--- config.mk ---
export PLATFORM = sky130hd
export DESIGN_NAME = joystick_pointer_mover_core
export DESIGN_NICKNAME = d
export VERILOG_FILES = /design/src/hw/rtl/jpm_pkg.sv /design/src/hw/rtl/jpm_seq.sv /design/src/hw/rtl/joystick_pointer_mover_core.sv
export SDC_FILE = /design/constraint.sdc
export NUM_CORES = 2
export LEC_CHECK = 0
export BUFFER_PORTS_ARGS = -buffer_cell sky130_fd_sc_hd__buf_4
export CORE_UTILIZATION = 53
export CTS_CLUSTER_DIAMETER = 100
export CTS_CLUSTER_SIZE = 8
export DETAILED_ROUTE_END_ITERATION = 12
export PLACE_DENSITY = 0.69
export SYNTH_ARGS = -nofsm -noshare
export SYNTH_HDL_FRONTEND = slang
export SYNTH_SLANG_ARGS = --single-unit
--- constraint.sdc ---
create_clock -name clk -period 18.5 [get_ports clk]
set_input_delay 1.85 -clock clk [delete_from_list [all_inputs] [get_ports clk]]
set_output_delay 1.85 -clock clk [all_outputs]
set_load 0.005 [all_outputs]
--- src/hw/rtl/jpm_pkg.sv ---
// jpm_pkg: shared types, constants and microcode table for the joystick pointer mover
// used by jpm_seq, joystick_pointer_mover_core and jpm_checker; no dependencies
`default_nettype none

package jpm_pkg;

  // channel and register widths
  localparam int IN_W       = 40;  // axis_x, axis_y, button_a, button_b, zero fill
  localparam int OUT_W      = 56;  // seven result fields, zero fill
  localparam int CFG_IDX_W  = 3;
  localparam int CFG_DATA_W = 16;
  localparam int STEP_W     = 4;

  // register reset values
  localparam logic [14:0] DEADZONE_RST   = 15'd4915;
  localparam logic [15:0] SPEED_SLOW_RST = 16'd1024;
  localparam logic [15:0] SPEED_FAST_RST = 16'd5120;
  localparam logic [12:0] VIEW_W_RST     = 13'd800;
  localparam logic [12:0] VIEW_H_RST     = 13'd600;
  localparam logic [7:0]  MOVE_LIM_RST   = 8'd4;
  localparam logic [7:0]  HOVER_DLY_RST  = 8'd16;

  // state reset values, Q13.8 position
  localparam logic [20:0] POS_X_RST = 21'(400 * 256);
  localparam logic [20:0] POS_Y_RST = 21'(300 * 256);

  // arithmetic constants
  localparam logic [30:0] ONE_Q30   = 31'h4000_0000;
  localparam logic [15:0] DECAY_Q16 = 16'd36045;  // 0.55
  localparam logic [16:0] SNAP_Q8   = 17'd128;    // 0.5 pixel

  // configuration register indexes
  typedef enum logic [CFG_IDX_W-1:0] {
    REG_DEADZONE   = 3'd0,
    REG_SPEED_SLOW = 3'd1,
    REG_SPEED_FAST = 3'd2,
    REG_VIEW_W     = 3'd3,
    REG_VIEW_H     = 3'd4,
    REG_MOVE_LIM   = 3'd5,
    REG_HOVER_DLY  = 3'd6
  } cfg_reg_t;

  // multiplier operand selection
  typedef enum logic [2:0] {
    MUL_MX_MX  = 3'd0,
    MUL_MY_MY  = 3'd1,
    MUL_D_M2   = 3'd2,
    MUL_MX_SPD = 3'd3,
    MUL_MY_SPD = 3'd4,
    MUL_VX_DEC = 3'd5,
    MUL_VY_DEC = 3'd6,
    MUL_NONE   = 3'd7
  } mul_sel_t;

  // datapath register load per step
  typedef enum logic [3:0] {
    OP_NOP     = 4'd0,
    OP_LD_ACC  = 4'd1,
    OP_ADD_ACC = 4'd2,
    OP_LD_SPD  = 4'd3,
    OP_VX_LIVE = 4'd4,
    OP_VY_LIVE = 4'd5,
    OP_VX_DEC  = 4'd6,
    OP_VY_DEC  = 4'd7,
    OP_MOVE    = 4'd8,
    OP_FINISH  = 4'd9
  } dp_op_t;

  // jump condition
  typedef enum logic [1:0] {
    JMP_NEXT   = 2'd0,
    JMP_IDLE   = 2'd1,  // taken when neither axis is live
    JMP_ALWAYS = 2'd2
  } jmp_t;

  typedef struct packed {
    mul_sel_t          mul;
    dp_op_t            op;
    jmp_t              jmp;
    logic [STEP_W-1:0] target;
  } ctrl_word_t;

  // datapath status seen by the sequencer
  typedef struct packed {
    logic live;  // an axis is outside the deadzone
    logic hold;  // result register still occupied
  } seq_status_t;

  localparam logic [STEP_W-1:0] L_DECAY = 4'd8;
  localparam logic [STEP_W-1:0] L_MOVE  = 4'd11;

  // microcode program
  function automatic ctrl_word_t ucode_rom(input logic [STEP_W-1:0] step);
    ctrl_word_t w;
    w = '{mul: MUL_NONE, op: OP_NOP, jmp: JMP_NEXT, target: '0};
    case (step)
      4'd0:  w = '{mul: MUL_MX_MX,  op: OP_NOP,     jmp: JMP_IDLE,   target: L_DECAY};
      4'd1:  w = '{mul: MUL_MY_MY,  op: OP_LD_ACC,  jmp: JMP_NEXT,   target: '0};
      4'd2:  w = '{mul: MUL_NONE,   op: OP_ADD_ACC, jmp: JMP_NEXT,   target: '0};
      4'd3:  w = '{mul: MUL_D_M2,   op: OP_NOP,     jmp: JMP_NEXT,   target: '0};
      4'd4:  w = '{mul: MUL_NONE,   op: OP_LD_SPD,  jmp: JMP_NEXT,   target: '0};
      4'd5:  w = '{mul: MUL_MX_SPD, op: OP_NOP,     jmp: JMP_NEXT,   target: '0};
      4'd6:  w = '{mul: MUL_MY_SPD, op: OP_VX_LIVE, jmp: JMP_NEXT,   target: '0};
      4'd7:  w = '{mul: MUL_NONE,   op: OP_VY_LIVE, jmp: JMP_ALWAYS, target: L_MOVE};
      4'd8:  w = '{mul: MUL_VX_DEC, op: OP_NOP,     jmp: JMP_NEXT,   target: '0};
      4'd9:  w = '{mul: MUL_VY_DEC, op: OP_VX_DEC,  jmp: JMP_NEXT,   target: '0};
      4'd10: w = '{mul: MUL_NONE,   op: OP_VY_DEC,  jmp: JMP_NEXT,   target: '0};
      4'd11: w = '{mul: MUL_NONE,   op: OP_MOVE,    jmp: JMP_NEXT,   target: '0};
      4'd12: w = '{mul: MUL_NONE,   op: OP_FINISH,  jmp: JMP_NEXT,   target: '0};
      default: w = '{mul: MUL_NONE, op: OP_FINISH,  jmp: JMP_NEXT,   target: '0};
    endcase
    return w;
  endfunction

endpackage

`default_nettype wire

--- src/hw/rtl/jpm_seq.sv ---
// jpm_seq: step counter and microcode table lookup for the pointer mover
// depends on jpm_pkg
`default_nettype none

module jpm_seq
  import jpm_pkg::*;
(
  input  wire logic        clk,
  input  wire logic        rst_n,
  input  wire logic        start,
  input  wire seq_status_t status,
  output logic             busy,
  output ctrl_word_t       ctrl
);

  logic              busy_r, busy_nxt;
  logic [STEP_W-1:0] step_r, step_nxt;
  logic              taken;

  assign ctrl = ucode_rom(step_r);
  assign busy = busy_r;

  // jump decision
  always_comb begin
    case (ctrl.jmp)
      JMP_ALWAYS: taken = 1'b1;
      JMP_IDLE:   taken = !status.live;
      default:    taken = 1'b0;
    endcase
  end

  // step sequencing, finish step waits for a free result register
  always_comb begin
    busy_nxt = busy_r;
    step_nxt = step_r;
    if (start) begin
      busy_nxt = 1'b1;
      step_nxt = '0;
    end else if (busy_r) begin
      if (ctrl.op == OP_FINISH) begin
        if (!status.hold) busy_nxt = 1'b0;
      end else if (taken) begin
        step_nxt = ctrl.target;
      end else begin
        step_nxt = step_r + 1'b1;
      end
    end
  end

  always_ff @(posedge clk) begin
    if (!rst_n) begin
      busy_r <= 1'b0;
      step_r <= '0;
    end else begin
      busy_r <= busy_nxt;
      step_r <= step_nxt;
    end
  end

endmodule

`default_nettype wire

--- src/hw/rtl/joystick_pointer_mover_core.sv ---
// joystick_pointer_mover_core: top level, shared multiplier datapath under microcode control
// depends on jpm_pkg and jpm_seq
//
// One input transfer is one tick of the stick: two Q1.15 axes and two button
// levels. Each tick yields exactly one result transfer with the cursor pixel,
// click pulses and the hover focus request.
// Configuration registers are written through cfg_we/cfg_index/cfg_wdata;
// the user must write them only while the block is idle, which the block
// does not enforce; indexes past the register list are ignored. Work per
// tick runs as a microcode program on one 18x32 multiplier, one product
// per step: a tick with a live axis takes 10 steps, an idle tick (velocity
// decay) takes 6. The result register loads on the last step, and in_tready
// rises in the same cycle as out_tvalid, so the next input can be taken then.
// in_tready is high whenever no tick is in work; a result waiting in the
// output register does not block the next input. If the receiver stalls,
// the next tick halts at its last step until the output register frees.
// Synchronous reset clears the registers to their defaults, places the
// cursor at 400,300 with zero velocity, and empties the output register.
`default_nettype none

module joystick_pointer_mover_core
  import jpm_pkg::*;
(
  input  wire logic                  clk,
  input  wire logic                  rst_n,
  // tdata: axis_x[15:0], axis_y[31:16], button_a[32], button_b[33], zero fill
  input  wire logic [IN_W-1:0]       in_tdata,
  input  wire logic                  in_tvalid,
  output logic                       in_tready,
  // tdata: cursor_x[12:0], cursor_y[25:13], left_click[26], right_click[27],
  //        focus_fire[28], focus_x[41:29], focus_y[54:42], zero fill
  output logic [OUT_W-1:0]           out_tdata,
  output logic                       out_tvalid,
  input  wire logic                  out_tready,
  input  wire logic                  cfg_we,
  input  wire logic [CFG_IDX_W-1:0]  cfg_index,
  input  wire logic [CFG_DATA_W-1:0] cfg_wdata
);

  // configuration registers
  logic [14:0] deadzone_r;
  logic [15:0] speed_slow_r, speed_fast_r;
  logic [12:0] view_w_r, view_h_r;
  logic [7:0]  move_lim_r, hover_dly_r;

  always_ff @(posedge clk) begin
    if (!rst_n) begin
      deadzone_r   <= DEADZONE_RST;
      speed_slow_r <= SPEED_SLOW_RST;
      speed_fast_r <= SPEED_FAST_RST;
      view_w_r     <= VIEW_W_RST;
      view_h_r     <= VIEW_H_RST;
      move_lim_r   <= MOVE_LIM_RST;
      hover_dly_r  <= HOVER_DLY_RST;
    end else if (cfg_we) begin
      case (cfg_reg_t'(cfg_index))
        REG_DEADZONE:   deadzone_r   <= cfg_wdata[14:0];
        REG_SPEED_SLOW: speed_slow_r <= cfg_wdata;
        REG_SPEED_FAST: speed_fast_r <= cfg_wdata;
        REG_VIEW_W:     view_w_r     <= cfg_wdata[12:0];
        REG_VIEW_H:     view_h_r     <= cfg_wdata[12:0];
        REG_MOVE_LIM:   move_lim_r   <= cfg_wdata[7:0];
        REG_HOVER_DLY:  hover_dly_r  <= cfg_wdata[7:0];
        default: ;
      endcase
    end
  end

  // sequencer
  logic        busy;
  logic        in_xfer;
  ctrl_word_t  ctrl;
  seq_status_t status;
  logic        out_valid_r;

  assign in_tready = !busy;
  assign in_xfer   = in_tvalid && in_tready;

  jpm_seq u_seq (
    .clk    (clk),
    .rst_n  (rst_n),
    .start  (in_xfer),
    .status (status),
    .busy   (busy),
    .ctrl   (ctrl)
  );

  // input capture: magnitudes with the deadzone applied
  logic signed [16:0] ax_ext, ay_ext;
  logic [16:0]        ax_mag, ay_mag, mx_in, my_in;
  logic [16:0]        mx_r, my_r;
  logic               neg_x_r, neg_y_r, btn_a_r, btn_b_r;

  assign ax_ext = {in_tdata[15], in_tdata[15:0]};
  assign ay_ext = {in_tdata[31], in_tdata[31:16]};
  assign ax_mag = ax_ext[16] ? 17'(-ax_ext) : 17'(ax_ext);
  assign ay_mag = ay_ext[16] ? 17'(-ay_ext) : 17'(ay_ext);
  assign mx_in  = (ax_mag < {2'b00, deadzone_r}) ? '0 : ax_mag;
  assign my_in  = (ay_mag < {2'b00, deadzone_r}) ? '0 : ay_mag;

  always_ff @(posedge clk) begin
    if (in_xfer) begin
      mx_r    <= mx_in;
      my_r    <= my_in;
      neg_x_r <= ax_ext[16];
      neg_y_r <= ay_ext[16];
      btn_a_r <= in_tdata[32];
      btn_b_r <= in_tdata[33];
    end
  end

  assign status.live = (mx_r != '0) || (my_r != '0);
  assign status.hold = out_valid_r && !out_tready;

  // shared multiplier with registered product
  logic signed [16:0] vel_x_r, vel_y_r;
  logic [30:0]        acc_r;
  logic [15:0]        speed_r;
  logic [16:0]        vx_mag, vy_mag, spd_diff;
  logic signed [17:0] mul_a;
  logic signed [31:0] mul_b;
  logic signed [49:0] prod_r;

  assign vx_mag   = vel_x_r[16] ? 17'(-vel_x_r) : 17'(vel_x_r);
  assign vy_mag   = vel_y_r[16] ? 17'(-vel_y_r) : 17'(vel_y_r);
  assign spd_diff = {1'b0, speed_fast_r} - {1'b0, speed_slow_r};

  always_comb begin
    case (ctrl.mul)
      MUL_MX_MX:  begin mul_a = {1'b0, mx_r};   mul_b = {15'd0, mx_r};         end
      MUL_MY_MY:  begin mul_a = {1'b0, my_r};   mul_b = {15'd0, my_r};         end
      MUL_D_M2:   begin mul_a = {spd_diff[16], spd_diff}; mul_b = {1'b0, acc_r}; end
      MUL_MX_SPD: begin mul_a = {1'b0, mx_r};   mul_b = {16'd0, speed_r};      end
      MUL_MY_SPD: begin mul_a = {1'b0, my_r};   mul_b = {16'd0, speed_r};      end
      MUL_VX_DEC: begin mul_a = {1'b0, vx_mag}; mul_b = {16'd0, DECAY_Q16};    end
      MUL_VY_DEC: begin mul_a = {1'b0, vy_mag}; mul_b = {16'd0, DECAY_Q16};    end
      default:    begin mul_a = '0;             mul_b = '0;                    end
    endcase
  end

  always_ff @(posedge clk) begin
    prod_r <= mul_a * mul_b;
  end

  // arithmetic on the product
  logic [31:0]        m2_sum;
  logic signed [19:0] spd_full;
  logic [16:0]        live_mag, dec_mag;
  logic signed [16:0] vel_live, vel_dec_x, vel_dec_y;

  assign m2_sum   = {1'b0, acc_r} + prod_r[31:0];
  assign spd_full = $signed({4'd0, speed_slow_r}) + $signed(prod_r[49:30]);
  assign live_mag = prod_r[31:15];
  assign dec_mag  = (prod_r[32:16] < SNAP_Q8) ? '0 : prod_r[32:16];
  assign vel_dec_x = vel_x_r[16] ? $signed(17'(-dec_mag)) : $signed(dec_mag);
  assign vel_dec_y = vel_y_r[16] ? $signed(17'(-dec_mag)) : $signed(dec_mag);

  // sign of the live velocity follows the axis of this step
  always_comb begin
    if (ctrl.op == OP_VY_LIVE) begin
      vel_live = neg_y_r ? $signed(17'(-live_mag)) : $signed(live_mag);
    end else begin
      vel_live = neg_x_r ? $signed(17'(-live_mag)) : $signed(live_mag);
    end
  end

  // position update with clamp to the view
  function automatic logic [20:0] move_clamp(input logic [20:0] pos,
                                             input logic signed [16:0] vel,
                                             input logic [12:0] view);
    logic signed [22:0] p;
    logic [20:0]        top;
    p   = $signed({2'b00, pos}) + 23'(vel);
    top = {view, 8'd0};
    if (p[22]) return '0;
    else if (p[21:0] > {1'b0, top}) return top;
    else return p[20:0];
  endfunction

  logic [20:0] pos_x_r, pos_y_r;

  // hover and click logic on the final step
  logic        last_a_r, last_b_r, anchor_seen_r;
  logic [12:0] anchor_x_r, anchor_y_r, pend_x_r, pend_y_r;
  logic [7:0]  hover_cnt_r, hover_cnt_nxt;
  logic [12:0] ix, iy, dx, dy;
  logic        resched, fire;
  logic        finish;

  assign ix      = pos_x_r[20:8];
  assign iy      = pos_y_r[20:8];
  assign dx      = (ix > anchor_x_r) ? ix - anchor_x_r : anchor_x_r - ix;
  assign dy      = (iy > anchor_y_r) ? iy - anchor_y_r : anchor_y_r - iy;
  assign resched = !anchor_seen_r || (dx > {5'd0, move_lim_r}) || (dy > {5'd0, move_lim_r});
  assign fire    = !resched && (hover_cnt_r == 8'd1);
  assign finish  = busy && (ctrl.op == OP_FINISH) && !status.hold;

  // zero delay acts as one tick
  always_comb begin
    hover_cnt_nxt = hover_cnt_r;
    if (resched) begin
      hover_cnt_nxt = (hover_dly_r == 8'd0) ? 8'd1 : hover_dly_r;
    end else if (hover_cnt_r != 8'd0) begin
      hover_cnt_nxt = hover_cnt_r - 8'd1;
    end
  end

  // datapath scratch registers
  always_ff @(posedge clk) begin
    if (busy) begin
      case (ctrl.op)
        OP_LD_ACC:  acc_r <= prod_r[30:0];
        OP_ADD_ACC: acc_r <= (m2_sum > {1'b0, ONE_Q30}) ? ONE_Q30 : m2_sum[30:0];
        OP_LD_SPD:  speed_r <= spd_full[15:0];
        default: ;
      endcase
    end
  end

  // tick state
  always_ff @(posedge clk) begin
    if (!rst_n) begin
      pos_x_r       <= POS_X_RST;
      pos_y_r       <= POS_Y_RST;
      vel_x_r       <= '0;
      vel_y_r       <= '0;
      last_a_r      <= 1'b0;
      last_b_r      <= 1'b0;
      anchor_seen_r <= 1'b0;
      anchor_x_r    <= '0;
      anchor_y_r    <= '0;
      hover_cnt_r   <= '0;
      pend_x_r      <= '0;
      pend_y_r      <= '0;
    end else if (busy) begin
      case (ctrl.op)
        OP_VX_LIVE: vel_x_r <= vel_live;
        OP_VY_LIVE: vel_y_r <= vel_live;
        OP_VX_DEC:  vel_x_r <= vel_dec_x;
        OP_VY_DEC:  vel_y_r <= vel_dec_y;
        OP_MOVE: begin
          pos_x_r <= move_clamp(pos_x_r, vel_x_r, view_w_r);
          pos_y_r <= move_clamp(pos_y_r, vel_y_r, view_h_r);
        end
        OP_FINISH: begin
          if (finish) begin
            last_a_r    <= btn_a_r;
            last_b_r    <= btn_b_r;
            hover_cnt_r <= hover_cnt_nxt;
            if (resched) begin
              anchor_seen_r <= 1'b1;
              anchor_x_r    <= ix;
              anchor_y_r    <= iy;
              pend_x_r      <= ix;
              pend_y_r      <= iy;
            end
          end
        end
        default: ;
      endcase
    end
  end

  // result register
  logic [OUT_W-1:0] out_data_r;

  always_ff @(posedge clk) begin
    if (!rst_n) begin
      out_valid_r <= 1'b0;
    end else if (finish) begin
      out_valid_r <= 1'b1;
    end else if (out_tready) begin
      out_valid_r <= 1'b0;
    end
  end

  always_ff @(posedge clk) begin
    if (finish) begin
      out_data_r <= {1'b0,
                     fire ? pend_y_r : 13'd0,
                     fire ? pend_x_r : 13'd0,
                     fire,
                     btn_b_r && !last_b_r,
                     btn_a_r && !last_a_r,
                     iy,
                     ix};
    end
  end

  assign out_tvalid = out_valid_r;
  assign out_tdata  = out_data_r;

endmodule

`default_nettype wire

======== Word level (Yosys, flattened, before mapping) ========
Memories as Yosys holds them, arrays and structs flattened. A register that Yosys moved wholly into a read port is not among the register bits.
Index checks and enable logic that the tools add are counted.
operators by class
  add/sub/neg operators ................... 17
  $mul .................................... 1
  $lt $le $gt $ge ......................... 10
  equality and inequality tests ........... 24
  multiplexer cells ....................... 35
  bitwise operators ....................... 2
  reduce and logical (&&, ||, !) cells .... 50
operators by type and width
  kind                                                                                number
  17-bit 2-to-1 mux                                                                   10
  31-bit case mux with 5 select lines                                                 1
  18-bit case mux with 5 select lines                                                 1
  21-bit 2-to-1 mux                                                                   4
  17-bit negator                                                                      4
  17-bit case mux with 2 select lines                                                 2
  31-bit case mux with 2 select lines                                                 1
  13-bit subtractor                                                                   4
  22-bit by 17-bit adder with 23-bit output                                           2
  18-bit by 32-bit multiplier with 46-bit output                                      1
  22-bit by 21-bit greater-than comparator with 1-bit output                          2
  17-bit by 15-bit less-than comparator with 1-bit output                             2
  16-bit negator with 17-bit output                                                   2
  17-bit nonzero test                                                                 2
  31-bit by 32-bit adder with 32-bit output                                           1
  32-bit by 31-bit greater-than comparator with 1-bit output (second input constant)  1
  31-bit 2-to-1 mux                                                                   1
  13-bit greater-than comparator                                                      2
  13-bit by 8-bit greater-than comparator with 1-bit output                           2
  13-bit 2-to-1 mux                                                                   2
  2-bit AND reduction                                                                 13
  8-bit 2-to-1 mux                                                                    3
  3-bit equality test (second input constant)                                         6
  17-bit by 8-bit less-than comparator with 1-bit output (second input constant)      1
  27 further kinds                                                                    69
storage, ports and cells
  flip-flop bits (word level) ............. 394
  ROM bits ................................ 192
  input port bits ......................... 64
  word-level logic and storage cells ...... 171
  memories ................................ 1
memory list
  name              words  width  rd ports  clocked after memory_dff  write ports  line           RTL
  (name not given)  16     12     1         1                         0            jpm_pkg.sv:96  case (step)

======== Longest topological paths before layout ========
  depth in word-level cells ............... 7
  mapped depth ............................ 38
  depth with buffers taken out ............ 37

======== Hierarchy ========
From an unflattened synthesis, not the netlist that was laid out.
second synthesis, totals
  cells, all modules ...................... 5339
  area, all modules ....................... 45172.1 µm²
by module, submodules not included
  module                       instances  cells each  area each (µm²)  seq. area each (µm²)
  joystick_pointer_mover_core  1          5247        44247.4          9188.8
  jpm_seq                      1          92          924.6            300.3

======== Worst setup path before layout ========
Ideal clock, no wire load.
  path kind ............................... register to register
  start point ............................. register speed_slow_r[1]
  end point ............................... register prod_r[45]
  setup time .............................. 72 ps
  arrival ................................. 8234 ps
  setup slack ............................. 10194 ps
  cell stages (with the launch flop) ...... 34
  period minus slack after synthesis ...... 8306 ps
  cell sequence ........................... dfxtp_1 > inv_1 > ha_1 > nor2b_1 > o31ai_1 > a211oi_1 > nor3_1 > or3_1 > a21boi_0 > nor2_1 > xor2_1 > o21ai_0 > clkbuf_1 > nand2_1 > fa_1 > fa_1 > inv_1 > fa_1 > fa_1 > fa_1 > inv_1 > fa_1 > inv_1 > ha_1 > o21ai_0 > a21oi_1 > a311o_1 > a21oi_1 > o21ai_0 > a41oi_1 > a21oi_1 > and4_1 > a2111oi_0 > xnor2_1
on the way
  longest elaborated chain between the ends .. 3
ends and longest elaborated chain
  item                                            line                                RTL
  start, declared                                 joystick_pointer_mover_core.sv:42   logic [15:0] speed_slow_r, speed_fast_r;
  start signal, assigned                          joystick_pointer_mover_core.sv:58   REG_SPEED_SLOW: speed_slow_r <= cfg_wdata;
  16-bit by 16-bit subtractor with 17-bit output  joystick_pointer_mover_core.sv:126  assign spd_diff = {1'b0, speed_fast_r} - {1'b0, speed_slow_r};
  18-bit case mux with 5 select lines             joystick_pointer_mover_core.sv:129  case (ctrl.mul)
  18-bit by 32-bit multiplier with 46-bit output  joystick_pointer_mover_core.sv:142  prod_r <= mul_a * mul_b;
  end signal, assigned                            joystick_pointer_mover_core.sv:142
  end, declared                                   joystick_pointer_mover_core.sv:122  logic signed [49:0] prod_r;
Every way passes these cells.
A chain may end at the register's enable or synchronous reset.

======== Worst setup path after layout ========
  start point ............................. register u_seq.ctrl[10] (netlist name)
  end point ............................... register prod_r[45]
on the way
  longest elaborated chain between the ends .. 4
ends and longest elaborated chain
  item                                                                                               line
  3-bit equality test, or another cell as far along                                                  joystick_pointer_mover_core.sv:129
  2-bit OR reduction (no source line)                                                                n/a
  18-bit case mux with 5 select lines / 31-bit case mux with 5 select lines (equally long branches)  joystick_pointer_mover_core.sv:129
  18-bit by 32-bit multiplier with 46-bit output *                                                   joystick_pointer_mover_core.sv:142
Every way passes the cells marked *; elsewhere a longest branch is shown, timed or not.

==> impl_metrics.env <==
export IMPL_slew_violations=0
export IMPL_boundaryPins=122
export IMPL_vias_per_cell=5.83
export IMPL_finish_instance_area_sq_mm=0.0488
export IMPL_endpoint_kind="register"
export IMPL_fill_cells=7758
export IMPL_cts_root_buf="clkbuf_16"
export IMPL_finalCritPeriodShare=0.561
export IMPL_hold_class="register to register"
export IMPL_layout_drive_gt1_share=0.0575
export IMPL_die_area_sq_mm=0.0867
export IMPL_dpl_cell_area_sq_mm=0.0472
export IMPL_cts_sinks=404
export IMPL_synth_cell_area_sq_mm=0.0453
export IMPL_stdcell_count=6494
export IMPL_antenna_found_initial=0
export IMPL_final_setup_tns_ns=0
export IMPL_numCtsBuffers=56
export IMPL_dp_hpwl_um=103000
export IMPL_drv_cap=0
export IMPL_syn_area_per_cell_sq_um=8.49
export IMPL_timing_fmax_ghz=0.0964
export IMPL_cts_resized=0
export IMPL_drtIter0Drc=2876
export IMPL_core_area_sq_mm=0.0841
export IMPL_clk_pin_slew_ns=0.05
export IMPL_avgRoutedWirePerCell_um=20.7
export IMPL_num_rows=106
export IMPL_slew_headroom=0.186
export IMPL_rsz0062_at_grt="false"
export IMPL_initial_core_util=0.539
export IMPL_synthCells=5340
export IMPL_ys_types=96
export IMPL_synth_ff_type="dfxtp_1"
export IMPL_antenna_left=0
export IMPL_port_buffers=114
export IMPL_setup_viol_count_final=0
export IMPL_firstDrtPassIters=5
export IMPL_worstPathRequired_ns=19.01
export IMPL_place_congestion=0.997
export IMPL_via_count=37882
export IMPL_clkLatencyLatePin_ns=0.62
export IMPL_p_total_w=0.00897
export IMPL_grt_max_degree=105
export IMPL_cts_tree="done"
export IMPL_grt_usage=0.312
export IMPL_powerDensity_mw_per_mm2=184
export IMPL_antenna_cells=0
export IMPL_totalWireLength_um=135000
export IMPL_grt_pass1_vias=37116
export IMPL_synth_seq_area_share=0.209
export IMPL_fin_util=0.580
export IMPL_async_flop_share=0
export IMPL_crit_path_start_kind="register"
export IMPL_finalNetCount=6245
export IMPL_worst_path_max_delay_cell="or4_1"
export IMPL_clockBufferDepth=3
export IMPL_finalClockSkew_ns=0.0421
export IMPL_grt_pass1_wl_um=210000
export IMPL_dp_cells=6406
export IMPL_cts_setup_buffers=0
export IMPL_ctsHtreeMaxLevel=2
export IMPL_syn2layout_area_growth_pct=7.59
export IMPL_cp_max_fo=44
export IMPL_cellLeakagePower_nw=22.0
export IMPL_synth_edf_count=140
export IMPL_die_w_um=294
export IMPL_ir_drop_mv=0.620
export IMPL_period_needed_ns=10.37
export IMPL_ys_warn_count=0
export IMPL_cts_hold_buf=0
export IMPL_grt_overflow=0
export IMPL_critPathKind="register to register"
export IMPL_ys_seq_elements=404
export IMPL_drc=0
export IMPL_die_h_um=294
export IMPL_cpMostUsedCell="fa_1"
export IMPL_status="finished, final reports clean"
export IMPL_finalHoldViolCount=0
export IMPL_cp_slowest_stage_delay_ns=0.98
export IMPL_worst_pin_slew_ns=1.22
export IMPL_cp_arrival_ns=10.89
==> sequential cells by signal, indices dropped and copies added, names as in the netlist, 17 cells and up <==
name / count
acc_r: 31
mx_r: 17
my_r: 17
out_tdata: 55
pos_x_r: 21
pos_y_r: 21
prod_r: 46
vel_x_r: 17
vel_y_r: 17
==> worst max-delay path, delay by kind of cell (launching register included) <==
| family | cells | cell delay, ns |
|---|---|---|
| compound gates | 10 | 2.98 |
| xor+xnor | 1 | 0.18 |
| fa+ha+maj | 7 | 3.24 |
| buf+inv | 5 | 0.63 |
| flops | 1 | 0.31 |
| simple gates | 6 | 2.90 |
==> metal layers <==
layer	vias to the layer above	global-route usage	part of all wire
met5	-	0	0
met4	0	0.119	0.040
met3	258	0.0389	0.072
met2	1429	0.517	0.47
met1	18564	0.415	0.42
li1	17631	-	-
==> cells in the final DEF (no fill, tap or decap), types with 77 or more instances in the layout <==
cell,netlist,final
xnor2_1,152,152
fa_1,472,472
edfxtp_1,140,140
mux2i_1,77,77
a21oi_1,200,200
a21boi_0,122,122
inv_1,779,779
dfxtp_1,264,263
buf_4,5,176
nor2_1,280,280
ha_1,379,379
and2_1,124,124
nand2_1,870,870
xor2_1,87,87
o21ai_0,166,159
==> area by class of cell <==
| type | instances | area, sq um | share of cell area |
|---|---|---|---|
| Timing Repair Buffer | 177 | 1330 | 0.0273 |
| Multi-Input combinational cell | 3910 | 32000 | 0.657 |
| Clock buffer | 85 | 1510 | 0.0310 |
| Clock inverter | 3 | 30.0 | 0.000616 |
| Sequential cell | 404 | 9490 | 0.195 |
| Inverter | 781 | 2930 | 0.0601 |
| Tap cell | 1134 | 1420 | 0.0291 |
==> synth_stat cells, drive strengths merged, types with 10 or more instances <==
| cell type | number | area [sq um] |
|---|---|---|
| nand2 | 870 | 3270 |
| inv | 779 | 2920 |
| fa | 472 | 9450 |
| ha | 379 | 4740 |
| nor2 | 282 | 1070 |
| dfxtp | 264 | 5290 |
| clkbuf | 209 | 787 |
| a21oi | 201 | 1010 |
| o21ai | 172 | 868 |
| xnor2 | 152 | 1330 |
| edfxtp | 140 | 4200 |
| and2 | 124 | 776 |
| a21boi | 123 | 927 |
| xor2 | 87 | 762 |
| mux2i | 78 | 785 |
| nand3 | 75 | 380 |
| a21o | 74 | 556 |
| nor3 | 73 | 393 |
| o211ai | 55 | 418 |
| nand2b | 52 | 325 |
| nor2b | 50 | 313 |
| a211oi | 47 | 353 |
| or3 | 46 | 289 |
| a22o | 44 | 385 |
| o21a | 43 | 323 |
| o31ai | 39 | 293 |
| buf | 38 | 199 |
| and3 | 35 | 224 |
| nor4 | 33 | 213 |
| o21bai | 26 | 195 |
| nand4 | 22 | 138 |
| a31oi | 21 | 131 |
| a22oi | 20 | 150 |
| o221ai | 19 | 166 |
| or2 | 17 | 106 |
| a221oi | 14 | 123 |
| o31a | 14 | 123 |
| o41ai | 14 | 123 |
| o22ai | 13 | 81.3 |
| o2111ai | 10 | 87.6 |
| or4 | 10 | 75.1 |
==> final timing paths <==
check                        to  depth (start not counted)           start  slack [ns]
setup / recovery     prod_r[45]                         29  u_seq.ctrl[10]        8.13
hold / removal    move_lim_r[1]                          2   move_lim_r[1]        0.46
setup reg to reg     prod_r[45]                         29  u_seq.ctrl[10]        8.13
hold reg to reg   move_lim_r[1]                          2   move_lim_r[1]        0.46
==> power by group <==
| group | switching [W] | total, W | internal (W) |
|---|---|---|---|
| clock | 0.000401 | 0.000953 | 0.000551 |
| combinational | 0.00404 | 0.00680 | 0.00277 |
| sequential | 0.000109 | 0.00121 | 0.00110 |
| total | 0.00455 | 0.00897 | 0.00442 |
==> cell families after synthesis <==
logic type / after synthesis / share of synthesized area
adder cells (fa/ha/maj): 851 / 0.313
XOR/XNOR: 239 / 0.0462
AND/OR/NAND/NOR: 1725 / 0.174
flip-flops: 404 / 0.209
multiplexers: 85 / 0.0191
other: 1 / 0.0000827
buffers and inverters: 1028 / 0.0864
AO/OA/AOI/OAI: 1007 / 0.152
==> stage by stage <==
stage / hold slack (ns) / worst slack, ns
3_3_place_gp: 0.450 / 8.42
6_report: 0.465 / 8.13
5_1_grt: 0.486 / 7.66
4_1_cts: 0.467 / 8.29
3_5_place_dp: 0.460 / 8.31
2_1_floorplan: 0.440 / 10.19
(Power assumes the default switching activity.)
